File: config.mk
export PLATFORM = sky130hd
export DESIGN_NAME = p2c_scale
export DESIGN_NICKNAME = d
export VERILOG_FILES = /design/src/p2c_pkg.sv /design/src/p2c_scale.sv
export SDC_FILE = /design/constraint.sdc
export NUM_CORES = 2
export LEC_CHECK = 0
export BUFFER_PORTS_ARGS = -buffer_cell sky130_fd_sc_hd__buf_2
export CAP_MARGIN = 10
export CORE_MARGIN = 4
export CORE_UTILIZATION = 45
export DETAILED_ROUTE_END_ITERATION = 6
export HOLD_SLACK_MARGIN = 0.02
export SLEW_MARGIN = 15
export SYNTH_ARGS = -nofsm -noshare
export SYNTH_HDL_FRONTEND = slang
export SYNTH_SLANG_ARGS = --single-unit
File: constraint.sdc
create_clock -name clk -period 6.9 [get_ports clk]
set_input_delay 1.035 -clock clk [delete_from_list [all_inputs] [get_ports clk]]
set_output_delay 1.035 -clock clk [all_outputs]
set_load 0.05 [all_outputs]
File: src/p2c_pkg.sv
// ----------------------------------------------------------------------------
// p2c_pkg
// shared constants, types and step functions of the polar to canvas block
// ----------------------------------------------------------------------------
package p2c_pkg;

	// fixed widths and formats
	localparam int COORD_FRAC_BITS  = 8;
	localparam int SLICE_INDEX_BITS = 10;
	localparam int SLICE_CNT_W      = 11;
	localparam int SIZE_W           = 8;
	localparam int CFG_IDX_W        = 3;
	localparam int CFG_DATA_W       = 11;

	// register indexes
	localparam logic [CFG_IDX_W-1:0] REG_SLICE_COUNT   = 3'd0;
	localparam logic [CFG_IDX_W-1:0] REG_LED_COUNT     = 3'd1;
	localparam logic [CFG_IDX_W-1:0] REG_CANVAS_WIDTH  = 3'd2;
	localparam logic [CFG_IDX_W-1:0] REG_CANVAS_HEIGHT = 3'd3;

	// reset values
	localparam logic [SLICE_CNT_W-1:0] SLICE_COUNT_RST = 11'd256;
	localparam logic [SIZE_W-1:0]      LED_COUNT_RST   = 8'd64;
	localparam logic [SIZE_W-1:0]      CANVAS_SIZE_RST = 8'd128;

	// divider: 16 quotient bits, two per stage
	localparam int DIV_W          = 12;
	localparam int QUOT_W         = 16;
	localparam int DIV_PER_STAGE  = 2;
	localparam int DIV_STAGES     = QUOT_W / DIV_PER_STAGE;

	// cordic: 16 iterations, two per stage
	localparam int CORDIC_STEPS     = 16;
	localparam int CORDIC_PER_STAGE = 2;
	localparam int CORDIC_STAGES    = CORDIC_STEPS / CORDIC_PER_STAGE;
	localparam int CW               = 18;
	localparam logic signed [CW-1:0] CORDIC_START = 18'sd19898;

	// arctan in units of 1/65536 turn
	localparam logic signed [CW-1:0] ATAN_TURN [CORDIC_STEPS] = '{
		18'sd8192, 18'sd4836, 18'sd2555, 18'sd1297, 18'sd651, 18'sd326, 18'sd163, 18'sd81,
		18'sd41, 18'sd20, 18'sd10, 18'sd5, 18'sd3, 18'sd1, 18'sd1, 18'sd0
	};

	// control that travels with each transaction
	typedef struct packed {
		logic valid;
		logic err;
	} p2c_ctl_t;

	typedef struct packed {
		logic signed [CW-1:0] x;
		logic signed [CW-1:0] y;
		logic signed [CW-1:0] z;
	} p2c_vec_t;

	// one restoring division step, quotient bit on top
	function automatic logic [DIV_W:0] div_step(input logic [DIV_W-1:0] rem,
			input logic [DIV_W-1:0] d);
		logic [DIV_W:0] t;
		logic [DIV_W:0] diff;
		t    = {rem, 1'b0};
		diff = t - {1'b0, d};
		if (t >= {1'b0, d}) begin
			div_step = {1'b1, diff[DIV_W-1:0]};
		end else begin
			div_step = {1'b0, t[DIV_W-1:0]};
		end
	endfunction

	// one cordic rotation step, floor shifts
	function automatic p2c_vec_t cordic_step(input p2c_vec_t v, input int i);
		logic signed [CW-1:0] dx;
		logic signed [CW-1:0] dy;
		p2c_vec_t r;
		dx = v.y >>> i;
		dy = v.x >>> i;
		if (!v.z[CW-1]) begin
			r.x = v.x - dx;
			r.y = v.y + dy;
			r.z = v.z - ATAN_TURN[i];
		end else begin
			r.x = v.x + dx;
			r.y = v.y - dy;
			r.z = v.z + ATAN_TURN[i];
		end
		cordic_step = r;
	endfunction

endpackage

File: src/p2c_scale.sv
// ----------------------------------------------------------------------------
// p2c_scale
// radius product, canvas scaling and clamping into the output register
// ----------------------------------------------------------------------------
module p2c_scale (
	input  logic                         clk,
	input  logic                         arst_n,
	input  logic                         adv,
	input  p2c_pkg::p2c_ctl_t            in_ctl,
	input  logic signed [15:0]           cos_q15,
	input  logic signed [15:0]           sin_q15,
	input  logic [p2c_pkg::QUOT_W-1:0]   radius,
	input  logic [p2c_pkg::SIZE_W-1:0]   canvas_width,
	input  logic [p2c_pkg::SIZE_W-1:0]   canvas_height,
	output p2c_pkg::p2c_ctl_t            out_ctl,
	output logic [15:0]                  x_fixed,
	output logic [15:0]                  y_fixed
);
	import p2c_pkg::*;

	localparam int PW = 32 + SIZE_W;

	p2c_ctl_t           ctl_s1, ctl_s2, ctl_q;
	logic signed [32:0] tc_s1, ts_s1;
	logic [PW-1:0]      px_s2, py_s2;
	logic [33:0]        nx, ny;
	logic [15:0]        vx, vy, top_x, top_y;
	logic [15:0]        x_q, y_q;

	always_ff @(posedge clk or negedge arst_n) begin
		if (!arst_n) begin
			ctl_s1 <= '0;
			ctl_s2 <= '0;
			ctl_q  <= '0;
		end else if (adv) begin
			ctl_s1 <= in_ctl;
			ctl_s2 <= ctl_s1;
			ctl_q  <= ctl_s2;
		end
	end

	// offset by one half; the result stays within 32 unsigned bits
	assign nx = 34'(33'sh0_8000_0000) + 34'(tc_s1);
	assign ny = 34'(33'sh0_8000_0000) - 34'(ts_s1);

	// canvas value and its upper bound
	assign vx    = 16'(px_s2 >> (32 - COORD_FRAC_BITS));
	assign vy    = 16'(py_s2 >> (32 - COORD_FRAC_BITS));
	assign top_x = 16'({canvas_width, COORD_FRAC_BITS'(0)}) - 16'd1;
	assign top_y = 16'({canvas_height, COORD_FRAC_BITS'(0)}) - 16'd1;

	always_ff @(posedge clk) begin
		if (adv) begin
			// radius times cosine and sine
			tc_s1 <= $signed({1'b0, radius}) * cos_q15;
			ts_s1 <= $signed({1'b0, radius}) * sin_q15;
			// times canvas size
			px_s2 <= nx[31:0] * canvas_width;
			py_s2 <= ny[31:0] * canvas_height;
			// clamp, zero on index error
			if (ctl_s2.err) begin
				x_q <= '0;
				y_q <= '0;
			end else begin
				x_q <= (vx > top_x) ? top_x : vx;
				y_q <= (vy > top_y) ? top_y : vy;
			end
		end
	end

	assign out_ctl = ctl_q;
	assign x_fixed = x_q;
	assign y_fixed = y_q;

endmodule

# == Yosys cells after proc, flatten, opt, wreduce, memory -nomap -nowiden ==
# Index checks and enable logic that the tools add are counted.
# totals
input_bits,69
ff_bits,182
wordCells,24
# classes
mul,4
n_addsub,4
n_lt_le_gt_ge,2
n_mux,2
# ops
operator,n
$mul A32 B8 Y40,2
$mul A17 B16 Y32,2
$add A32 B32 Y32 const A,1
$gt A16 B16 Y1,2
$mux W16,2
$sub A16 B1 Y16 const B,2
$sub A32 B32 Y32 const A,1

# == Longest topological paths before layout ==
# logic_depth
depth_word,3
mapped_depth,26
depth_no_buf,25

# == Worst setup path before layout ==
# No wires, ideal clock.
# synth_timing
path_kind,input -> register
from,input radius[14] in the netlist's numbering
to,register tc_s1[31] (data pin)
required_time_ps,6640
arrival_ps,6419
setup_time_ps,260
stages,23
slack_ps,221
n_path_buf,1
cell_sequence,clkbuf_1 nand2_1 fa_1 inv_1 fa_1 inv_1 fa_1 inv_1 fa_1 fa_1 inv_1 fa_1 inv_1 ha_1 a21o_1 a21oi_1 nand2_1 a211oi_1 o31a_1 a21oi_1 a221o_1 a21oi_1 xnor2_1
# synth_between
elab_chain_cells,1
# synth_lines
item,line,rtl
start: declaration,p2c_scale.sv:12,"input logic [p2c_pkg::QUOT_W-1:0] radius,"
$mul A17 B16 Y32,p2c_scale.sv:55,"tc_s1 <= $signed({1'b0, radius}) * cos_q15;"
end signal: assignment,p2c_scale.sv:55,
end: declaration,p2c_scale.sv:24,"logic signed [32:0] tc_s1, ts_s1;"
# Every way passes these cells.
# A chain may end at the register's enable or synchronous reset.

# == Worst setup path after layout ==
# layout_timing
from,input radius[8] in the netlist's numbering
to,register ts_s1[27] (data pin)
# layout_between
elab_chain_cells,1
# layout_lines
item,line,rtl
$mul A17 B16 Y32,p2c_scale.sv:56,"ts_s1 <= $signed({1'b0, radius}) * sin_q15;"
end signal: assignment,p2c_scale.sv:56,
end: declaration,p2c_scale.sv:24,
# Every way passes these cells.

==> metrics.cfg <==
[detailed_routing]
vias_per_cell=5.03
dr.pass1.iters=5
drt-total-wl_mm=86.0
wl_met2_mm=37.9
initialDrtViolationCount=1356
ant_nets=0
drcViolationCount=0
vias=26200
wl_met1_mm=42.8
routedWlPerCell_um=16.5
top_layer=met4
met3_wirelength_mm=4.46

[worst_setup_path]
worstReg2RegEnd=py_s2[38]$_DFFE_PP_
r2r_start=ts_s1[11]$_DFFE_PP_
reg2reg_slack_ps=310
crit_type=in2reg
crit_required_ps=7100
cp-end-kind=flip-flop
reg2reg_depth=24
critPathLaunchType=input port
crit_fanout=16
arrival_ps=6830

[sta]
finalCriticalPeriod_ps=6620
finClkSkew_ps=14.6
holdWs_ps=380
relSlewSlack=0.424
fin_crit_sh=0.960
setup_violations=0
slew_violations=0
hold_violations=0
worst_pin_slew_ps=858
setup_slack_ps=278
fmax_mhz=151

[floorplan]
die_w_um=296
fp-row-count=105
die_h_um=296
core_area_um2=82000
initial_core_util=0.454
ios=103
design.die.area_um2=87400

[logic_synthesis]
synth.distinct_cells=80
avgSynthCellArea_um2=9.37
synth_ff_type=edfxtp_1
yosysWarnings=0
async_reset_ff_frac=0.0448
ys_ff_latch=134
synth_edf_count=128
synth_area_um2=37200
synth_nets=5154
synthCells=3972
seq_area_frac_synth=0.107

[clocking]
cts_buffers=17
clockBufferDepth=2
ctsHoldBuffers=0
cts_root_buf=clkbuf_16
h-tree-depth=4
cts_tree=done
clock_latency_ps=460
path_clk_slew_ps=70
clock_sinks=134

[placement]
dpl.hpwl_mm=71.9
placed_cell_area_um2=39900
gp_congestion=0.860
detailedPlace.worstSlack_ps=-155
numPortBuffers=102

[cells_and_area]
drive_gt1_frac=0.0959
nets=5307
finish.utilization=0.498
fin_area_um2=40800
area_delta_synth_final_pct=9.60
num-fill-cells=7711
multiInputGateArea_um2=29700
final_common_cell=inv_1
seq_area_um2=4000
final_cell_mix=830 x inv_1, 746 x fa_1, 546 x and2_1, 472 x nand2_1, 367 x ha_1

[grt]
grt_max_degree=72
track_usage=0.210
overflow=0
antenna_found_initial=2
grt_pass1_wl_mm=148
grt_pass1_vias=28200

[status]
outcome=finished clean

[hold_path]
hp-class=in2async

[job]
cap_violations=0

## critical path, cell delays in order
cell     delay, ps
buf_2          230
buf_12         210
buf_12         120
and2_1         140
fa_1           530
inv_1           50
fa_1           480
fa_1           490
inv_1           50
fa_1           450
fa_1           490
inv_1           50
fa_1           490
inv_1           50
ha_1           320
a21oi_1        150
o21ai_0        140
o21ai_0        250
nand2_1         80
o221a_2        260
o41ai_2        280
o21ai_1        160
a31oi_1        230
xnor2_1         90
## metal layers
| metal | global-route usage | vias up |
|---|---|---|
| li1 | - | 12400 |
| met2 | 0.328 | 611 |
| met4 | 0.0323 | 0 |
| met3 | 0.0264 | 54 |
| met1 | 0.321 | 13200 |
| met5 | 0 | - |
## cells by family (layout without fill, tap and decap cells)
group / count (synthesis) / after routing / synth area share
buf+inv: 993 / 1159 / 0.100
compound gates: 313 / 313 / 0.0585
simple gates: 1288 / 1288 / 0.178
xor+xnor: 125 / 125 / 0.0294
mux: 6 / 6 / 0.00181
fa+ha+maj: 1113 / 1113 / 0.525
other cells: 0 / 2 / 0
flops: 134 / 134 / 0.107
## flip-flops by register name (all words and copies together), names as in the netlist
| register | flops |
|---|---|
| py_s2 | 16 |
| ts_s1 | 32 |
| ctl_s1 | 2 |
| ctl_s2 | 2 |
| out_ctl | 2 |
| x_fixed | 16 |
| y_fixed | 16 |
| tc_s1 | 32 |
| px_s2 | 16 |
## metrics by stage
step,instances,TNS [ps]
finish,5210,0
CTS,5198,0
global placement,5166,-438
detailed placement,5166,-896
global route,5208,-55.5
floorplan,3972,0
## cell type report
class,instances,share of cell area
Multi-Input combinational cell,2845,0.729
Clock inverter,15,0.00328
Tap cell,1070,0.0328
Clock buffer,17,0.0104
Inverter,833,0.0766
Sequential cell,134,0.0979
Timing Repair Buffer,294,0.0501
Antenna cell,2,0.000123
## worst max path at each step
stage | start | to | slack (ps) | cells after the start
after CTS | ts_s1[5]$_DFFE_PP_ | py_s2[38]$_DFFE_PP_ | 170 | 22
after global placement | radius[8] | ts_s1[25]$_DFFE_PP_ | -90 | 24
after global routing | ts_s1[11]$_DFFE_PP_ | py_s2[38]$_DFFE_PP_ | -40 | 24
final | radius[8] | ts_s1[27]$_DFFE_PP_ | 280 | 24
after floorplan | radius[14] | tc_s1[31]$_DFFE_PP_ | 220 | 23
after detailed placement | radius[9] | tc_s1[31]$_DFFE_PP_ | -160 | 21
## synthesized netlist by cell type (28+ instances only)
master / n / share of area
inv_1: 830 / 0.084
ha_1: 367 / 0.12
nand2b_1: 29 / 0.0049
and2_1: 546 / 0.092
nand2_1: 473 / 0.048
fa_1: 746 / 0.40
nor2_1: 104 / 0.010
o21ai_0: 40 / 0.0054
edfxtp_1: 128 / 0.10
nor3_1: 28 / 0.0038
a21o_1: 57 / 0.011
xnor2_1: 86 / 0.020
a21oi_1: 101 / 0.014
clkbuf_1: 156 / 0.016
xor2_1: 39 / 0.0092
## timing repair
item | in CTS | in global routing
resized for setup | 0 | 38
endpoints found under the hold margin | 0 | 0
setup buffers | 0 | 10
endpoints found under the setup margin | 0 | 12
Power is left out: the tool's default activity adds up to more than one toggle a clock period on the data nets, which glitch-free logic cannot reach.
