`config.mk`:
```
export PLATFORM = sky130hd
export DESIGN_NAME = p2c_cordic
export DESIGN_NICKNAME = d
export VERILOG_FILES = /design/src/p2c_pkg.sv /design/src/p2c_cordic.sv
export SDC_FILE = /design/constraint.sdc
export NUM_CORES = 2
export LEC_CHECK = 0
export BUFFER_PORTS_ARGS = -buffer_cell sky130_fd_sc_hd__buf_2
export CAP_MARGIN = 30
export CORE_UTILIZATION = 45
export CTS_CLUSTER_SIZE = 24
export DETAILED_ROUTE_END_ITERATION = 16
export PLACE_DENSITY_LB_ADDON = 0.1
export SLEW_MARGIN = 30
export SYNTH_ARGS = -nofsm -noshare
export SYNTH_HDL_FRONTEND = slang
export SYNTH_SLANG_ARGS = --single-unit
```
`constraint.sdc`:
```
create_clock -name clk -period 21.4 [get_ports clk]
set_clock_uncertainty 0.1 [all_clocks]
set_input_delay 2.14 -clock clk [delete_from_list [all_inputs] [get_ports clk]]
set_output_delay 2.14 -clock clk [all_outputs]
set_load 0.1 [all_outputs]
```
`src/p2c_pkg.sv`:
```
// ----------------------------------------------------------------------------
// p2c_pkg
// shared constants, types and step functions of the polar to canvas block
// ----------------------------------------------------------------------------
package p2c_pkg;

	// fixed widths and formats
	localparam int COORD_FRAC_BITS  = 8;
	localparam int SLICE_INDEX_BITS = 10;
	localparam int SLICE_CNT_W      = 11;
	localparam int SIZE_W           = 8;
	localparam int CFG_IDX_W        = 3;
	localparam int CFG_DATA_W       = 11;

	// register indexes
	localparam logic [CFG_IDX_W-1:0] REG_SLICE_COUNT   = 3'd0;
	localparam logic [CFG_IDX_W-1:0] REG_LED_COUNT     = 3'd1;
	localparam logic [CFG_IDX_W-1:0] REG_CANVAS_WIDTH  = 3'd2;
	localparam logic [CFG_IDX_W-1:0] REG_CANVAS_HEIGHT = 3'd3;

	// reset values
	localparam logic [SLICE_CNT_W-1:0] SLICE_COUNT_RST = 11'd256;
	localparam logic [SIZE_W-1:0]      LED_COUNT_RST   = 8'd64;
	localparam logic [SIZE_W-1:0]      CANVAS_SIZE_RST = 8'd128;

	// divider: 16 quotient bits, two per stage
	localparam int DIV_W          = 12;
	localparam int QUOT_W         = 16;
	localparam int DIV_PER_STAGE  = 2;
	localparam int DIV_STAGES     = QUOT_W / DIV_PER_STAGE;

	// cordic: 16 iterations, two per stage
	localparam int CORDIC_STEPS     = 16;
	localparam int CORDIC_PER_STAGE = 2;
	localparam int CORDIC_STAGES    = CORDIC_STEPS / CORDIC_PER_STAGE;
	localparam int CW               = 18;
	localparam logic signed [CW-1:0] CORDIC_START = 18'sd19898;

	// arctan in units of 1/65536 turn
	localparam logic signed [CW-1:0] ATAN_TURN [CORDIC_STEPS] = '{
		18'sd8192, 18'sd4836, 18'sd2555, 18'sd1297, 18'sd651, 18'sd326, 18'sd163, 18'sd81,
		18'sd41, 18'sd20, 18'sd10, 18'sd5, 18'sd3, 18'sd1, 18'sd1, 18'sd0
	};

	// control that travels with each transaction
	typedef struct packed {
		logic valid;
		logic err;
	} p2c_ctl_t;

	typedef struct packed {
		logic signed [CW-1:0] x;
		logic signed [CW-1:0] y;
		logic signed [CW-1:0] z;
	} p2c_vec_t;

	// one restoring division step, quotient bit on top
	function automatic logic [DIV_W:0] div_step(input logic [DIV_W-1:0] rem,
			input logic [DIV_W-1:0] d);
		logic [DIV_W:0] t;
		logic [DIV_W:0] diff;
		t    = {rem, 1'b0};
		diff = t - {1'b0, d};
		if (t >= {1'b0, d}) begin
			div_step = {1'b1, diff[DIV_W-1:0]};
		end else begin
			div_step = {1'b0, t[DIV_W-1:0]};
		end
	endfunction

	// one cordic rotation step, floor shifts
	function automatic p2c_vec_t cordic_step(input p2c_vec_t v, input int i);
		logic signed [CW-1:0] dx;
		logic signed [CW-1:0] dy;
		p2c_vec_t r;
		dx = v.y >>> i;
		dy = v.x >>> i;
		if (!v.z[CW-1]) begin
			r.x = v.x - dx;
			r.y = v.y + dy;
			r.z = v.z - ATAN_TURN[i];
		end else begin
			r.x = v.x + dx;
			r.y = v.y - dy;
			r.z = v.z + ATAN_TURN[i];
		end
		cordic_step = r;
	endfunction

endpackage

```
`src/p2c_cordic.sv`:
```
// ----------------------------------------------------------------------------
// p2c_cordic
// pipelined rotation cordic giving clamped q1.15 cosine and sine of a phase
// ----------------------------------------------------------------------------
module p2c_cordic (
	input  logic                         clk,
	input  logic                         arst_n,
	input  logic                         adv,
	input  p2c_pkg::p2c_ctl_t            in_ctl,
	input  logic [p2c_pkg::QUOT_W-1:0]   phase,
	input  logic [p2c_pkg::QUOT_W-1:0]   radius_in,
	output p2c_pkg::p2c_ctl_t            out_ctl,
	output logic signed [15:0]           cos_q15,
	output logic signed [15:0]           sin_q15,
	output logic [p2c_pkg::QUOT_W-1:0]   radius_out
);
	import p2c_pkg::*;

	p2c_ctl_t          ctl_s [CORDIC_STAGES+1];
	p2c_vec_t          vec_s [CORDIC_STAGES+1];
	logic              flip_s[CORDIC_STAGES+1];
	logic [QUOT_W-1:0] rad_s [CORDIC_STAGES+1];
	logic              flip_in;

	// left half-plane phases turn by half a turn and negate at the end
	assign flip_in = phase[15] ^ phase[14];

	always_ff @(posedge clk or negedge arst_n) begin
		if (!arst_n) begin
			ctl_s[0] <= '0;
		end else if (adv) begin
			ctl_s[0] <= in_ctl;
		end
	end

	// start vector and folded angle
	always_ff @(posedge clk) begin
		if (adv) begin
			vec_s[0].x <= CORDIC_START;
			vec_s[0].y <= '0;
			vec_s[0].z <= CW'($signed({phase[15] ^ flip_in, phase[14:0]}));
			flip_s[0]  <= flip_in;
			rad_s[0]   <= radius_in;
		end
	end

	for (genvar g = 0; g < CORDIC_STAGES; g++) begin : g_stage
		p2c_vec_t v_a, v_b;

		// two micro-rotations a stage
		always_comb begin
			v_a = cordic_step(vec_s[g], CORDIC_PER_STAGE * g);
			v_b = cordic_step(v_a, CORDIC_PER_STAGE * g + 1);
		end

		always_ff @(posedge clk or negedge arst_n) begin
			if (!arst_n) begin
				ctl_s[g+1] <= '0;
			end else if (adv) begin
				ctl_s[g+1] <= ctl_s[g];
			end
		end

		always_ff @(posedge clk) begin
			if (adv) begin
				vec_s[g+1]  <= v_b;
				flip_s[g+1] <= flip_s[g];
				rad_s[g+1]  <= rad_s[g];
			end
		end
	end

	// undo the half turn and saturate to q1.15
	p2c_ctl_t             ctl_q;
	logic signed [CW-1:0] cx, cy;
	logic signed [15:0]   c_q, s_q;
	logic [QUOT_W-1:0]    rad_q;

	assign cx = flip_s[CORDIC_STAGES] ? -vec_s[CORDIC_STAGES].x : vec_s[CORDIC_STAGES].x;
	assign cy = flip_s[CORDIC_STAGES] ? -vec_s[CORDIC_STAGES].y : vec_s[CORDIC_STAGES].y;

	always_ff @(posedge clk or negedge arst_n) begin
		if (!arst_n) begin
			ctl_q <= '0;
		end else if (adv) begin
			ctl_q <= ctl_s[CORDIC_STAGES];
		end
	end

	always_ff @(posedge clk) begin
		if (adv) begin
			if (cx > 18'sd32767) begin
				c_q <= 16'sh7fff;
			end else if (cx < -18'sd32768) begin
				c_q <= 16'sh8000;
			end else begin
				c_q <= cx[15:0];
			end
			if (cy > 18'sd32767) begin
				s_q <= 16'sh7fff;
			end else if (cy < -18'sd32768) begin
				s_q <= 16'sh8000;
			end else begin
				s_q <= cy[15:0];
			end
			rad_q <= rad_s[CORDIC_STAGES];
		end
	end

	assign out_ctl    = ctl_q;
	assign cos_q15    = c_q;
	assign sin_q15    = s_q;
	assign radius_out = rad_q;

endmodule

```
# Yosys cells after proc, flatten, opt, wreduce, memory -nomap -nowiden
# Memories as Yosys holds them, arrays and structs flattened. A register that Yosys moved wholly into a read port is not among the register bits.
# Index checks and enable logic that the tools add are counted.
# W data, S select, Z words.
[word_totals]
romBits = 0
latchBits = 0
ramBits = 639
ff_bits = 52
out_inout_bits = 50
mem_count = 3
[op_classes]
muxes = 22
bitwise_logic = 2
n_reduce_logical = 0
div = 0
n_mul = 0
n_lt_le_gt_ge = 4
shifts = 0
eq_ne = 0
add_sub_neg = 95
[memory_table]
columns = ["name", "depth", "width", "rd", "rd_clocked_by_memory_dff", "wr", "line", "rtl"]
rows = [
  ["vec_s", 9, 54, 9, 0, 9, "p2c_cordic.sv:20", "p2c_vec_t vec_s [CORDIC_STAGES+1];"],
  ["rad_s", 9, 16, 9, 1, 9, "p2c_cordic.sv:22", "logic [QUOT_W-1:0] rad_s [CORDIC_STAGES+1];"],
  ["flip_s", 9, 1, 9, 0, 9, "p2c_cordic.sv:21", "logic flip_s[CORDIC_STAGES+1];"],
]
[op_table]
columns = ["cell", "n"]
rows = [
  ["$mux W54", 16],
  ["$add A18 B10 Y18", 2],
  ["$add A18 B11 Y18", 2],
  ["$add A18 B12 Y18", 2],
  ["$add A18 B13 Y18", 2],
  ["$add A18 B14 Y18", 2],
  ["$add A18 B15 Y18", 2],
  ["$add A18 B16 Y18", 2],
  ["$add A18 B17 Y18", 2],
  ["$add A18 B2 Y18 const B", 2],
  ["$add A18 B3 Y18", 2],
  ["$add A18 B4 Y18", 2],
  ["$add A18 B5 Y18", 2],
  ["$add A18 B6 Y18", 2],
  ["$add A18 B7 Y18", 2],
  ["$add A18 B8 Y18", 2],
  ["$add A18 B9 Y18", 2],
  ["$gt A18 B16 Y1 const B", 2],
  ["$lt A18 B16 Y1 const B", 2],
  ["$mux W18", 2],
  ["$neg A18 Y18", 2],
  ["$sub A18 B10 Y18", 2],
  ["$sub A18 B11 Y18", 2],
  ["$sub A18 B12 Y18", 2],
  ["other kinds (44)", 61],
]

# Logic depth before layout (Yosys ltp)
[depth]
depth_word = 4
ltp_mapped = 32
depth_no_buf = 32

# Least setup slack after synthesis
# No wires, ideal clock.
[synth_path]
path_type = "flip-flop to flip-flop"
from = "mem vec_s[0][125] (netlist name)"
to = "mem vec_s[0][212] (netlist name), data pin"
n_path_buf = 3
path_stages_with_launch = 27
path_slack_ns = 14.608
setup_ns = 0.158
t_arrival_ns = 6.534
cell_sequence = "edfxtp_1 -> clkbuf_1 -> clkbuf_1 -> inv_1 -> ha_1 -> o21ai_0 -> nor2_1 -> o41ai_1 -> a21oi_1 -> a221o_1 -> o41ai_1 -> o21ai_1 -> clkinv_1 -> clkbuf_1 -> nor2_1 -> xnor2_1 -> ha_1 -> nor2b_1 -> o21ai_0 -> a21boi_0 -> o21ai_0 -> a21boi_0 -> o21ai_0 -> a21oi_1 -> o41ai_1 -> or4b_2 -> o211ai_1"
[synth_rtl]
columns = ["item", "line"]
rows = [
  ["start: declaration", "p2c_cordic.sv:20"],
]

==> impl_metrics.toml <==
[yosys]
number_of_enable_type_register_cells_in_the_synthesized_netlist = 608
cell_area_after_synthesis_um2 = 57300
synth.yosys.warnings = 0
synth_sequential_area_ratio_pct = 32.8
ys_ff_latch = 628
syn-instance-count = 6111
yosys_most_used_dff = "sky130_fd_sc_hd__edfxtp_1"
synthesis.nets = 6953
fraction_of_registers_with_async_set_or_reset_after_synthesis_pct = 3.18
synth.lib_cells_used.distinct = 102
synth_area_per_cell_um2 = 9.37

[sta]
timing.max_slew.rel_slack_pct = 35.4
setup_tns_ps = 0
timing_hold_violations_final = 0
final.setup.worst_slack_ps = 13600
fmaxAchievable_mhz = 128
timing_worst_slew_pin_value_ps = 968
unrepaired_setup_endpoints_after_global_routing = "false"
period_minus_slack_ps = 7800
final_min_period_over_clock_period_pct = 36.5
setup_viol = 0
maxSlewViolCount = 0

[critical_path]
critical_path_class = "flip-flop to flip-flop"
required_ps = 21820
critical_path.most_common_cell = "sky130_fd_sc_hd__a21oi_1"
startpoint_type_of_the_worst_setup_path = "flip-flop"
worst_ep_arrival_time_ps = 8220
cp_slowest_cell = "sky130_fd_sc_hd__o41ai_1"
setup.worst_path.end_class = "flip-flop"
reg2reg_setup_slack_ps = 13600
worstSetupStartpoint = "vec_s[0][395]"
max_stage_delay_ps = 700
worstPathMaxFanout = 20
worstReg2RegStart = "vec_s[0][395]"

[global_routing]
antenna_found_initial = 0
grt_util_all_layers_pct = 20.3
maximum_number_of_pins_on_one_net_before_global_route_repair = 173
grt_pass1_vias = 42100
overflow = 0
grt_first_pass_wirelength_um = 214000

[die]
core_area_um2 = 126000
total_die_area_um2 = 129000
die_height_um = 359
number_of_placement_rows = 130
chipWidth_um = 359
pin_count = 87
initial_core_util_pct = 45.5

[clocking]
clock_tree.root_cell = "sky130_fd_sc_hd__clkbuf_16"
ctsHtreeMaxLevel = 3
cts_tree = "built"
clock-sinks = 628
postCtsHoldBufs = 0
clkTransAtPathRegs_ps = 60
ctsResizeCount = 0
numCtsBuffers = 75
worst_skew_pair.late_latency_ps = 690
post_cts.repair.setup_buffers = 0
cts-root-to-sink-buffers = 3

[drt]
antenna_violating_nets_post_route = 0
avgRoutedWirePerCell_um = 16.7
postRouteWirelength_um = 132000
via_per_inst = 5.59
drc = 0
vias = 44400
drt_first_pass_iters = 5
drt_iter0_drc = 2723

[finish]
finish.cell_count_without_fillers = 7936
n_antenna_cell = 0
area_delta_synth_final_pct = 8.87
number_of_nets_in_the_layout = 7068
drive_above_1_share_pct = 5.87

[status]
outcome = "finished, final reports clean"

[worst_hold_path]
hold_start = "rad_s[6][9]"
hold_path.class = "flip-flop to flip-flop"

[placement]
place.detailed.instances = 7798
dpl_worst_slack_ps = 13650
gpl.final_weighted_congestion = 0.871
placement.io_buffers = 86
hpwlAfterDp_um = 105000

[job]
max_cap_viol_count = 0
-- cells by family (layout without fill, tap and decap cells) --
family | count (synthesis) | after routing | share of synthesized area [%]
simple gates | 1708 | 1708 | 14.5
compound gates | 1656 | 1656 | 18.4
fa+ha+maj | 805 | 805 | 18.1
xor+xnor | 770 | 770 | 11.9
flops | 628 | 628 | 32.8
buf+inv | 473 | 648 | 3.10
mux | 70 | 70 | 1.32
other cells | 1 | 1 | 0.00655
-- synthesized netlist by cell type, drive strengths merged, types with 38 or more instances --
cell type	count	area share (%)
xor2	221	3.4
nor4	40	0.46
a211oi	62	0.84
a31oi	65	0.71
fa	38	1.3
o21bai	59	0.78
nor2	561	3.7
a21o	115	1.5
ha	767	17
nand2b	81	0.88
a21boi	40	0.53
edfxtp	608	32
clkbuf	61	0.40
a21oi	508	4.4
nand2	339	2.2
nand3	116	1.0
nor3	168	1.5
xnor2	545	8.3
inv	398	2.6
o21a	91	1.2
nor2b	116	1.3
and3	56	0.61
o21ai	396	3.5
mux2	44	0.87
or3	59	0.64
o31ai	39	0.51
-- per-stage QoR --
stage	util, %	area, µm²	hold slack (ps)
floorplan	-	57300	300
global placement	47.4	59700	301
detailed placement	47.4	59700	305
CTS	49.5	62300	302
global route	49.5	62300	319
finish	49.5	62300	304
-- routing by layer --
layer  track usage, %  vias to the layer above  wire length, µm
met5                0                        -                0
met4             5.33                        0             2650
met3             1.94                      147             3990
met2             34.5                      640            62500
met1             27.3                    20900            63100
li1                 -                    22700                -
-- worst max-delay path: cells and delay by family, from the launching register on --
kind                     cells  cell delay, ps
AO/OA/AOI/OAI               14            2850
flip-flops                   1             610
buffers and inverters        2             740
multiplexers                 1             210
XOR/XNOR                     1             200
adder cells (fa/ha/maj)      3             950
AND/OR/NAND/NOR              6            1970
-- state kept, by name, indices dropped and copies added, names as in the netlist --
register	flops
cos_q15	16
ctl_s	18
radius_out	16
rad_s	144
out_ctl	2
flip_s	9
sin_q15	16
vec_s	407
-- cell usage in the layout, fill, tap and decap left out, drive strengths merged, types with 18 or more instances in the layout --
cell,n
clkinv,27
a31oi,65
fa,38
a21boi,40
nand3,116
dfrtp,20
nor2b,116
o31a,20
and2,32
o211ai,37
a21oi,508
nand2,339
mux2i,26
mux2,44
ha,767
buf,110
and3,56
xnor2,545
nand2b,81
xor2,221
nor3,168
o41ai,37
o21a,91
edfxtp,608
nor2,561
inv,409
o31ai,39
or3,59
a211oi,62
or2,33
nand4b,18
a21o,115
o21ai,396
o21bai,59
nor4,40
clkbuf,91
a211o,21
-- path summary, 6_finish.rpt --
path                                 end  depth (start not counted)
hold reg to reg              rad_s[7][9]                          0
setup / recovery           vec_s[0][464]                         27
hold / removal               rad_s[7][9]                          0
setup reg to reg           vec_s[0][464]                         27
min in group asynchronous      ctl_s[17]                          1
max in group asynchronous      ctl_s[12]                          1
-- cell type report --
class	instances	area, µm²
clock inverters	46	572
fillers	11900	63500
repair buffers	110	649
inverters	401	1510
flip-flops and latches	628	18800
well taps	1650	2060
clock buffers	91	1980
multi-input cells	5010	36800
Power is left out: the tool's default activity adds up to more than one toggle a clock period on the data nets, which glitch-free logic cannot reach.
