## config.mk

```make
export PLATFORM = sky130hd
export DESIGN_NAME = p2c_div
export DESIGN_NICKNAME = d
export VERILOG_FILES = /design/src/p2c_pkg.sv /design/src/p2c_div.sv
export SDC_FILE = /design/constraint.sdc
export NUM_CORES = 1
export LEC_CHECK = 0
export ABC_AREA = 1
export BUFFER_PORTS_ARGS = -buffer_cell sky130_fd_sc_hd__clkbuf_2
export CAP_MARGIN = 5
export CORE_ASPECT_RATIO = 0.75
export CORE_MARGIN = 10
export CORE_UTILIZATION = 30
export CTS_BUF_LIST = sky130_fd_sc_hd__clkbuf_16
export DETAILED_ROUTE_END_ITERATION = 7
export PLACE_DENSITY = 0.55
export SYNTH_ARGS = -nofsm -noshare
export SYNTH_HDL_FRONTEND = slang
export SYNTH_SLANG_ARGS = --single-unit
export TNS_END_PERCENT = 10
```

## constraint.sdc

```tcl
create_clock -name clk -period 4.35 [get_ports clk]
set_input_delay 1.305 -clock clk [delete_from_list [all_inputs] [get_ports clk]]
set_output_delay 1.305 -clock clk [all_outputs]
set_load 0.005 [all_outputs]
```

## src/p2c_pkg.sv

```systemverilog
// ----------------------------------------------------------------------------
// p2c_pkg
// shared constants, types and step functions of the polar to canvas block
// ----------------------------------------------------------------------------
package p2c_pkg;

	// fixed widths and formats
	localparam int COORD_FRAC_BITS  = 8;
	localparam int SLICE_INDEX_BITS = 10;
	localparam int SLICE_CNT_W      = 11;
	localparam int SIZE_W           = 8;
	localparam int CFG_IDX_W        = 3;
	localparam int CFG_DATA_W       = 11;

	// register indexes
	localparam logic [CFG_IDX_W-1:0] REG_SLICE_COUNT   = 3'd0;
	localparam logic [CFG_IDX_W-1:0] REG_LED_COUNT     = 3'd1;
	localparam logic [CFG_IDX_W-1:0] REG_CANVAS_WIDTH  = 3'd2;
	localparam logic [CFG_IDX_W-1:0] REG_CANVAS_HEIGHT = 3'd3;

	// reset values
	localparam logic [SLICE_CNT_W-1:0] SLICE_COUNT_RST = 11'd256;
	localparam logic [SIZE_W-1:0]      LED_COUNT_RST   = 8'd64;
	localparam logic [SIZE_W-1:0]      CANVAS_SIZE_RST = 8'd128;

	// divider: 16 quotient bits, two per stage
	localparam int DIV_W          = 12;
	localparam int QUOT_W         = 16;
	localparam int DIV_PER_STAGE  = 2;
	localparam int DIV_STAGES     = QUOT_W / DIV_PER_STAGE;

	// cordic: 16 iterations, two per stage
	localparam int CORDIC_STEPS     = 16;
	localparam int CORDIC_PER_STAGE = 2;
	localparam int CORDIC_STAGES    = CORDIC_STEPS / CORDIC_PER_STAGE;
	localparam int CW               = 18;
	localparam logic signed [CW-1:0] CORDIC_START = 18'sd19898;

	// arctan in units of 1/65536 turn
	localparam logic signed [CW-1:0] ATAN_TURN [CORDIC_STEPS] = '{
		18'sd8192, 18'sd4836, 18'sd2555, 18'sd1297, 18'sd651, 18'sd326, 18'sd163, 18'sd81,
		18'sd41, 18'sd20, 18'sd10, 18'sd5, 18'sd3, 18'sd1, 18'sd1, 18'sd0
	};

	// control that travels with each transaction
	typedef struct packed {
		logic valid;
		logic err;
	} p2c_ctl_t;

	typedef struct packed {
		logic signed [CW-1:0] x;
		logic signed [CW-1:0] y;
		logic signed [CW-1:0] z;
	} p2c_vec_t;

	// one restoring division step, quotient bit on top
	function automatic logic [DIV_W:0] div_step(input logic [DIV_W-1:0] rem,
			input logic [DIV_W-1:0] d);
		logic [DIV_W:0] t;
		logic [DIV_W:0] diff;
		t    = {rem, 1'b0};
		diff = t - {1'b0, d};
		if (t >= {1'b0, d}) begin
			div_step = {1'b1, diff[DIV_W-1:0]};
		end else begin
			div_step = {1'b0, t[DIV_W-1:0]};
		end
	endfunction

	// one cordic rotation step, floor shifts
	function automatic p2c_vec_t cordic_step(input p2c_vec_t v, input int i);
		logic signed [CW-1:0] dx;
		logic signed [CW-1:0] dy;
		p2c_vec_t r;
		dx = v.y >>> i;
		dy = v.x >>> i;
		if (!v.z[CW-1]) begin
			r.x = v.x - dx;
			r.y = v.y + dy;
			r.z = v.z - ATAN_TURN[i];
		end else begin
			r.x = v.x + dx;
			r.y = v.y - dy;
			r.z = v.z + ATAN_TURN[i];
		end
		cordic_step = r;
	endfunction

endpackage

```

## src/p2c_div.sv

```systemverilog
// ----------------------------------------------------------------------------
// p2c_div
// pipelined restoring dividers for turn phase and radius, two bits a stage
// ----------------------------------------------------------------------------
module p2c_div (
	input  logic                                  clk,
	input  logic                                  arst_n,
	input  logic                                  adv,
	input  p2c_pkg::p2c_ctl_t                     in_ctl,
	input  logic [p2c_pkg::SLICE_INDEX_BITS-1:0]  slice,
	input  logic [p2c_pkg::SIZE_W-1:0]            led,
	input  logic [p2c_pkg::SLICE_CNT_W-1:0]       slice_count,
	input  logic [p2c_pkg::SIZE_W-1:0]            led_count,
	output p2c_pkg::p2c_ctl_t                     out_ctl,
	output logic [p2c_pkg::QUOT_W-1:0]            phase,
	output logic [p2c_pkg::QUOT_W-1:0]            radius
);
	import p2c_pkg::*;

	p2c_ctl_t          ctl_s   [DIV_STAGES+1];
	logic [DIV_W-1:0]  ph_rem_s[DIV_STAGES+1];
	logic [DIV_W-1:0]  rd_rem_s[DIV_STAGES+1];
	logic [QUOT_W-1:0] ph_q_s  [DIV_STAGES+1];
	logic [QUOT_W-1:0] rd_q_s  [DIV_STAGES+1];
	logic [DIV_W-1:0]  ph_d;
	logic [DIV_W-1:0]  rd_d;

	// divisors follow the registers; the user keeps them stable in flight
	assign ph_d = DIV_W'(slice_count);
	assign rd_d = DIV_W'({led_count, 1'b0});

	// numerators: slice and 2*led+1, both below their divisors when in range
	assign ctl_s[0]    = in_ctl;
	assign ph_rem_s[0] = DIV_W'(slice);
	assign rd_rem_s[0] = DIV_W'({led, 1'b1});
	assign ph_q_s[0]   = '0;
	assign rd_q_s[0]   = '0;

	for (genvar g = 0; g < DIV_STAGES; g++) begin : g_stage
		logic [DIV_W:0] ph_a, ph_b, rd_a, rd_b;

		// two quotient bits for each divider
		always_comb begin
			ph_a = div_step(ph_rem_s[g], ph_d);
			ph_b = div_step(ph_a[DIV_W-1:0], ph_d);
			rd_a = div_step(rd_rem_s[g], rd_d);
			rd_b = div_step(rd_a[DIV_W-1:0], rd_d);
		end

		always_ff @(posedge clk or negedge arst_n) begin
			if (!arst_n) begin
				ctl_s[g+1] <= '0;
			end else if (adv) begin
				ctl_s[g+1] <= ctl_s[g];
			end
		end

		always_ff @(posedge clk) begin
			if (adv) begin
				ph_rem_s[g+1] <= ph_b[DIV_W-1:0];
				rd_rem_s[g+1] <= rd_b[DIV_W-1:0];
				ph_q_s[g+1]   <= {ph_q_s[g][QUOT_W-3:0], ph_a[DIV_W], ph_b[DIV_W]};
				rd_q_s[g+1]   <= {rd_q_s[g][QUOT_W-3:0], rd_a[DIV_W], rd_b[DIV_W]};
			end
		end
	end

	assign out_ctl = ctl_s[DIV_STAGES];
	assign phase   = ph_q_s[DIV_STAGES];
	assign radius  = rd_q_s[DIV_STAGES];

endmodule

```

=== After elaboration in Yosys (flattened, before gate mapping) ===
Cells that the tools add are included.
Widths: inputs -> output; s select.

* Register bits after elaboration: 328
* Latch bits: 0
* RAM bits: 0
* ROM bits: 0
* Output and inout bits: 34
* Word-level logic and storage cells: 156
* Memories: 0

* Add/subtract/negate cells: 32
* Multiply operators: 0
* Div/mod/pow operators: 0
* Magnitude comparators: 32
* Equal/unequal tests: 0
* Shift-type cells: 0
* Multiplexer cells: 32
* Bitwise logic cells: 0
* Reductions and logical operators: 0

{| class="wikitable"
|+ Operators by type and width
! kind !! number
|-
| $mux 13 || 32
|-
| $ge 13x11->1 || 15
|-
| $ge 13x9->1 || 15
|-
| $sub 12x11->12 || 15
|-
| $sub 12x9->12 || 15
|-
| $sub 11x11->12 || 1
|-
| $ge 11x11->1 || 1
|-
| $sub 10x9->11 || 1
|-
| $ge 10x9->1 || 1
|}

=== Depth between registers and ports, before layout ===
Gate-level depths: netlist (run 1).

* Depth after elaboration: 4
* Gate-level depth with buffers: 30
* Mapped depth without buffers: 26

=== Worst setup path after synthesis (run 1) ===
Ideal clock, no wire load.

* Path type: in2reg
* From: input slice_count[0] in the netlist's numbering
* To: register ph_rem_s[18] in the netlist's numbering, data pin
* Arrival: 5,032 ps
* Required time: 4,096 ps
* Setup slack: -936 ps
* Stages: 26
* Path buffers: 6
* Cell sequence: buf_4 -> inv_2 -> buf_6 -> buf_6 -> clkbuf_1 -> ha_1 -> inv_1 -> nor2_1 -> nand3_1 -> nand3_2 -> inv_2 -> buf_4 -> nand2_1 -> o21ai_0 -> ha_1 -> nand2_1 -> inv_1 -> a21oi_1 -> nand2_1 -> nand2_1 -> nand2_1 -> a21oi_2 -> nand4_1 -> buf_4 -> nand2_1 -> nand2_1

* Word-level cells in the longest chain between the ends: 4

{| class="wikitable"
|+ RTL lines
! item !! line !! RTL
|-
| from (decl) || p2c_div.sv:12 || <nowiki>input logic [p2c_pkg::SLICE_CNT_W-1:0] slice_count,</nowiki>
|-
| $sub 12x11->12 / $ge 13x11->1 (equally long branches) || p2c_pkg.sv:63, p2c_pkg.sv:64 ||
|-
| $mux 13 || p2c_pkg.sv:64 || <nowiki>if (t >= {1'b0, d}) begin</nowiki>
|-
| $sub 12x11->12 / $ge 13x11->1 (equally long branches) || p2c_pkg.sv:63, p2c_pkg.sv:64 ||
|-
| $mux 13 * || p2c_pkg.sv:64 ||
|-
| named net g_stage[6].ph_b[6] || p2c_div.sv:40 || <nowiki>logic [DIV_W:0] ph_a, ph_b, rd_a, rd_b;</nowiki>
|-
| to (signal, indexed assignment) || p2c_div.sv:60 || <nowiki>ph_rem_s[g+1] <= ph_b[DIV_W-1:0];</nowiki>
|-
| to (decl) || p2c_div.sv:21 || <nowiki>logic [DIV_W-1:0] ph_rem_s[DIV_STAGES+1];</nowiki>
|}

Mark *: on every way through the listed nets, which the timed path passes. The rest lies on a longest branch.
A chain may end at the register's enable or synchronous reset.

=== Worst setup path in the final report (run 1) ===
* From: input slice_count[1] in the netlist's numbering
* To: register ph_rem_s[34] in the netlist's numbering, data pin

* Word-level cells in the longest chain between the ends: 4

{| class="wikitable"
|+ RTL lines
! item !! line
|-
| $sub 12x11->12 / $ge 13x11->1 (equally long branches) || p2c_pkg.sv:63, p2c_pkg.sv:64
|-
| $mux 13 || p2c_pkg.sv:64
|-
| $sub 12x11->12 / $ge 13x11->1 (equally long branches) || p2c_pkg.sv:63, p2c_pkg.sv:64
|-
| $mux 13 * || p2c_pkg.sv:64
|-
| named net g_stage[5].ph_b[10] || p2c_div.sv:40
|}

Marks and branches as above.

==> flow_summary.ini, run 1 <==
[synthesis]
ys_types = 50
yosys_warnings = 0
synth_edf_count = 305
yosysTopAreaCell = edfxtp_1
synth_ff_type = edfxtp_1
avgSynthCellArea_um2 = 7.39
ys_ff_latch = 321
synth_top_area_share = 0.319
yosysSeqAreaShare = 0.333
async_flop_share = 0.0498
synth_nets = 4225
syn_area_mm2 = 0.0287
ys_top_cells_by_area = edfxtp_1 32%, nand2_1 16%, ha_1 12%, inv_1 6.0%, nand3_1 4.6%
synth_cells = 3881

[setup_path]
r2r-start = ph_rem_s[64]
critical_path_required_ps = 4690
startpoint_type = input port
reg2reg_depth = 20
cp_max_fo = 16
arrival_ps = 4630
worstReg2RegEnd = ph_rem_s[53]
criticalPathCategory = input port to register
cp-end-kind = register
r2r_setup_slack_ps = 740

[timing]
layout_min_cycle_time_ps = 4280
tightest_slew_ps = 713
setup_ws_ps = 68.8
grt_setup_unrepaired = true
fmax_mhz = 234
final-hold-violation-count = 0
slew_headroom = 0.525
slew_violations = 0
setup_viol = 0
setup_tns_ps = 0
clock_skew_ps = 31.5
holdWs_ps = 417
final.period_utilization = 0.984

[floorplan]
die_area_mm2 = 0.109
initial_utilization = 0.302
fp.dieH_um = 288
coreArea_mm2 = 0.0952
die_x_um = 377
rows = 98
io_pins = 76

[global_routing]
overflow = 0
grt_antenna_before_repair = 4
grt_pass1_wl_mm = 140
grt_usage = 0.158
grt_pass1_vias = 26100
grt_max_degree = 74

[clock_tree]
clkLatencyLatePin_ps = 590
cts.sinks = 321
path_clk_slew_ps = 60
cts_tree = done
clock_path_buffers = 3
root_buffer = clkbuf_16
cts_made_buffers = 40
htreeDepth = 2

[final_layout]
drive_gt1_frac = 0.260
ff_latch_area_mm2 = 0.00956
antennaDiodeCount = 0
fin_area_mm2 = 0.0397
area_growth_pct = 38.4
nNetsFinal = 5229
multiInputGateArea_mm2 = 0.0174
nFillCells = 9667

[placed_design]
dp_hpwl_mm = 70.3
placed_area_mm2 = 0.0380
port_buffers = 75
gp_congestion = 0.917
dpl_worst_slack_ps = -574

[pwr]
p_leak_nw = 19.9
power_frac_clock = 0.095
p_seq_frac = 0.169
p_sw_frac = 0.447
internal_power_mw = 19.6
power.density_mw_per_mm2 = 891
switchingPower_mw = 15.8
irDropWorstVdd_uv = 360
combPwrFrac = 0.736

[hold_path]
holdCritStartpoint = rd_q_s[40]
holdPathStages = 0
whs_endpoint = rd_q_s[26]
hold_class = register to register

[drt]
vias_per_cell = 4.57
first_pass_iters = 6
routedWlPerCell_um = 14.2
routed_wirelength_mm = 87.8
ant_nets = 0
drc = 0
routed-via-count = 28200
dr.first_iter.drc_count = 1952

[run_status]
status = completed

[job]
max_cap_violations = 0
[cells in the final DEF (no fill, tap or decap), types with 27 or more instances in the layout]
cell       count
buf_12        33
ha_1         263
edfxtp_1     305
o21ai_1       34
a21oi_2       27
buf_4        938
nand2_1     1255
xor2_1       106
nand4_1       99
nand3_1      260
inv_1        453
a21oi_1      207
nor3_1        28
xnor2_1       91
nor2_1       251
clkbuf_2      74
clkbuf_16     41
o21ai_0      143
[sequential cells by signal, summed over array words and instances, names as in the netlist]
name / flops
rd_rem_s: 77
radius: 16
ctl_s: 14
ph_q_s: 56
ph_rem_s: 84
phase: 16
rd_q_s: 56
out_ctl: 2
[cell usage after synthesis, types with 4 or more instances]
cell / count
ha_1: 286
clkbuf_1: 17
a21oi_2: 9
o21ai_1: 6
a31oi_1: 15
nand3_1: 265
xor2_1: 106
nor3_1: 30
o21bai_1: 13
fa_1: 16
nor2_1: 270
buf_2: 18
a21oi_1: 226
dfrtp_1: 16
o211ai_1: 8
o21ai_2: 6
buf_1: 4
nand4_1: 99
xnor2_1: 91
nand2_1: 1261
edfxtp_1: 305
a21o_1: 20
a21boi_0: 9
or2_2: 17
inv_1: 455
nand3_2: 9
nor2_4: 5
nand2_2: 11
o21a_1: 7
nand3b_1: 13
o21ai_0: 176
buf_4: 46
nor2_2: 7
inv_2: 9
[worst max-delay path by stage]
| stage | from | depth (start not counted) | slack, ps | to |
|---|---|---|---|---|
| 2_1_floorplan | slice_count[1] | 24 | -310 | ph_rem_s[64] |
| 3_3_place_gp | slice_count[9] | 20 | -670 | ph_rem_s[55] |
| 3_5_place_dp | slice_count[9] | 20 | -570 | ph_rem_s[57] |
| 4_1_cts | slice_count[3] | 21 | 10 | ph_rem_s[50] |
| 5_1_grt | slice_count[4] | 23 | -230 | ph_rem_s[31] |
| 6_report | slice_count[1] | 26 | 70 | ph_rem_s[34] |
[power by group through the flow]
| stage | registers, mW | logic (mW) | clock network, mW |
|---|---|---|---|
| after floorplan | 5.62 | 14.9 | 0 |
| after global placement | 5.99 | 25.2 | 0 |
| after detailed placement | 5.97 | 25.3 | 0 |
| after CTS | 5.93 | 25.5 | 3.49 |
| after global routing | 6.05 | 29.3 | 3.60 |
| final | 5.98 | 26.0 | 3.35 |
[layout make-up]
| class | instances | share of cell area |
|---|---|---|
| clock buffers | 41 | 0.0258 |
| multi-input cells | 3008 | 0.438 |
| repair buffers | 1050 | 0.205 |
| inverters | 464 | 0.0445 |
| flip-flops and latches | 321 | 0.241 |
| well taps | 1250 | 0.0394 |
| clock inverters | 32 | 0.00703 |
[metal layers]
metal	vias to the layer above	GRT usage	wire length (um)
li1	14900	-	-
met5	-	0	0
met1	12600	0.251	47400
met4	0	0.0319	1420
met2	594	0.221	33900
met3	90	0.0239	5130
[stage by stage]
stage          power [mW]  instances   util
2_1_floorplan        20.5       3881      -
3_3_place_gp         31.1       6082  0.399
3_5_place_dp         31.2       6082  0.399
4_1_cts              34.9       6155  0.413
5_1_grt              38.9       6166  0.417
6_report             35.4       6166  0.417
[logic make-up (layout without fill, tap and decap cells)]
kind of cell / count (synthesis) / in the layout / synth area share
buffers and inverters: 552 / 1587 / 0.0798
DFF: 321 / 321 / 0.333
AOI/OAI and AO/OA: 508 / 508 / 0.0979
xor gates and xnor gates: 197 / 197 / 0.0601
and+or+nand+nor: 2001 / 2001 / 0.293
adders and majority gates: 302 / 302 / 0.136
[critical path, stage by stage]
cell and delay (ps):
clkbuf_2 110, clkinvlp_4 90, buf_12 170, buf_4 190
ha_4 270, ha_1 130, nand2_1 50, nor2_1 100
nand3_1 110, nand2_1 100, nor2_2 50, nand2_2 80
inv_2 120, o21ai_0 340, ha_1 340, a21o_1 190
a21oi_1 190, inv_1 90, nand2_1 70, nand2_1 90
nand2_1 70, nand3_1 80, nor2_1 100, nor2_1 50
nand2_1 50, nand2_1 60
[timing repair]
item / in CTS / in global routing
hold buffers: 0 / 0
setup endpoints to repair: 1 / 154
cloned: 0 / 1
buffers inserted: 0 / 10
gates resized for setup: 1 / 100
pin swaps: 0 / 13
No activity file was read; power rests on OpenSTA's default activity.
==> run 2, diff against run 1 <==
--- a/config.mk
+++ b/config.mk
@@ -14,6 +14,7 @@
 export CTS_BUF_LIST = sky130_fd_sc_hd__clkbuf_16
 export DETAILED_ROUTE_END_ITERATION = 7
 export PLACE_DENSITY = 0.55
+export REMOVE_ABC_BUFFERS = 1
 export SYNTH_ARGS = -nofsm -noshare
 export SYNTH_HDL_FRONTEND = slang
 export SYNTH_SLANG_ARGS = --single-unit
==> run 2 against run 1 <==
Compared with the run above:
- via count up 1.4%
- sequential share of layout area down 0.36 points
- highest routed layer unchanged
- utilization up 0.63 points
- flip-flop and latch count unchanged
- critical path type unchanged
- largest cell class unchanged
- global-route usage up 0.32 points
- fmax up 0.74%
- register-to-register slack better by 70 ps
- largest power group unchanged
- total power up 2.3%
==> flow_summary.ini, run 2 (synthesis gave the netlist of run 1 again) <==
[floorplan]
die_area_mm2 = 0.109
io_pins = 76
die_x_um = 377
coreArea_mm2 = 0.0952
fp.dieH_um = 288
rows = 98
initial_utilization = 0.302

[final_layout]
area_growth_pct = 40.5
largest_reg_flops = 84
antennaDiodeCount = 0
fin_area_mm2 = 0.0403
utilization = 0.424
nNetsFinal = 5269
drive_gt1_frac = 0.276
regMostFlops = ph_rem_s
most-common-layout-cells = 1247 x nand2_1, 962 x buf_4, 448 x inv_1
layout_commonest_cell = nand2_1
top_regs = ph_rem_s (84), rd_rem_s (77)
nFillCells = 9524

[drt]
m1WireLength_mm = 48.0
dr.first_iter.drc_count = 1927
routedWlPerCell_um = 14.5
highest_layer = met4
routed_wirelength_mm = 89.7
dr_wl_met2_mm = 35.5
vias_per_cell = 4.60
first_pass_iters = 6
dr_wl_met3_mm = 4.86
drc = 0
ant_nets = 0
routed-via-count = 28600

[timing]
clock_skew_ps = 52.0
layout_min_cycle_time_ps = 4250
grt_setup_unrepaired = true
fmax_mhz = 235
slew_headroom = 0.499
tightest_slew_ps = 751
setup_viol = 0
final-hold-violation-count = 0
setup_ws_ps = 100
final.period_utilization = 0.977
slew_violations = 0

[clock_tree]
path_clk_slew_ps = 60
hold_buffers = 0
htreeDepth = 2
cts.sinks = 321
cts_made_buffers = 41
cts_tree = done
clkLatencyLatePin_ps = 610
clock_path_buffers = 3
root_buffer = clkbuf_16

[setup_path]
critical_path_required_ps = 4680
critPathLaunch = slice_count[6]
arrival_ps = 4580
cp-end-kind = register
cp_max_fo = 6
criticalPathCategory = input port to register
startpoint_type = input port
r2r-start = ph_rem_s[32]

[hold_path]
hold_class = register to register
holdCritStartpoint = ph_q_s[48]

[run_status]
status = completed

[placed_design]
dp_hpwl_mm = 71.1
dpl_worst_slack_ps = -763
placed_area_mm2 = 0.0378
port_buffers = 75
gp_congestion = 0.910

[job]
max_cap_violations = 0

[pwr]
p_leak_nw = 20.1
power.density_mw_per_mm2 = 898
irDropWorstVdd_uv = 478

[global_routing]
overflow = 0
grt_antenna_before_repair = 3
grt_pass1_wl_mm = 143
grt_max_degree = 85
grt_usage = 0.161
grt_pass1_vias = 26700
[run 2: cell count changes in the layout (fill, tap and decap cells not counted), sizes merged]
cell,previous run,this run
buf,976,1013
nor2,282,283
clkbuf,115,116
inv,468,463
clkinv,13,16
bufinv,4,5
clkinvlp,11,13
[run 2: area by class of cell]
cell class	instances	area (um^2)	share of cell area
repair inverters	1	5.00	0.000124
multi-input cells	3009	17600	0.436
well taps	1250	1560	0.0388
repair buffers	1087	8450	0.210
clock inverters	32	307	0.00761
flip-flops and latches	321	9560	0.237
clock buffers	42	1050	0.0261
inverters	464	1780	0.0442
[run 2: final timing paths]
check	end	cells past startpoint	slack [ps]
worst max-delay path	ph_rem_s[72]	25	100
worst min register to register	ph_q_s[34]	0	410
worst max register to register	ph_rem_s[15]	18	810
max in group asynchronous	ctl_s[4]	1	3420
worst min-delay path	ph_q_s[34]	0	410
min in group asynchronous	out_ctl[1]	1	650
[run 2: report_power, final]
group          switching (mW)  internal, mW  total, mW
clock network            1.47          2.05       3.53
logic                    13.9          12.8       26.7
registers               0.743          5.24       5.98
total                    16.1          20.1       36.2
[run 2: through the flow]
step                      TNS [ps]  hold WS [ps]  cells  power (mW)
after CTS                        0           413   6175        35.0
after global routing         -2710           414   6206        39.9
after global placement      -79210           401   6096        31.1
after floorplan             -86810           400   3793        20.0
final                            0           412   6206        36.2
after detailed placement    -89280           405   6096        31.3
[run 2: timing repair]
| action | in CTS | in global routing |
|---|---|---|
| endpoints found under the hold margin | 0 | 0 |
| buffers inserted | 5 | 28 |
| setup endpoints to repair | 32 | 172 |
| pin swaps | 1 | 41 |
| gates resized for setup | 8 | 235 |
| cloned | 0 | 3 |
[run 2: routing by layer]
metal	track usage	vias to the layer above
met2	0.232	547
met5	0	-
met3	0.0260	80
li1	-	15000
met1	0.250	12900
met4	0.0310	0
[run 2: worst max-delay path, stage by stage]
cell	delay (ps)
clkbuf_2	100
clkinvlp_4	220
buf_6	200
buf_4	170
ha_4	270
nand2_1	60
nand2_1	70
nand2_1	60
nand2_1	70
a21oi_2	130
nand3_2	150
buf_6	170
buf_4	130
nand2_1	60
nand2_1	120
ha_4	250
inv_1	80
o21bai_1	80
a21oi_1	130
o21ai_1	90
a21oi_2	150
nand4_1	170
buf_4	210
nand2_1	60
inv_1	40
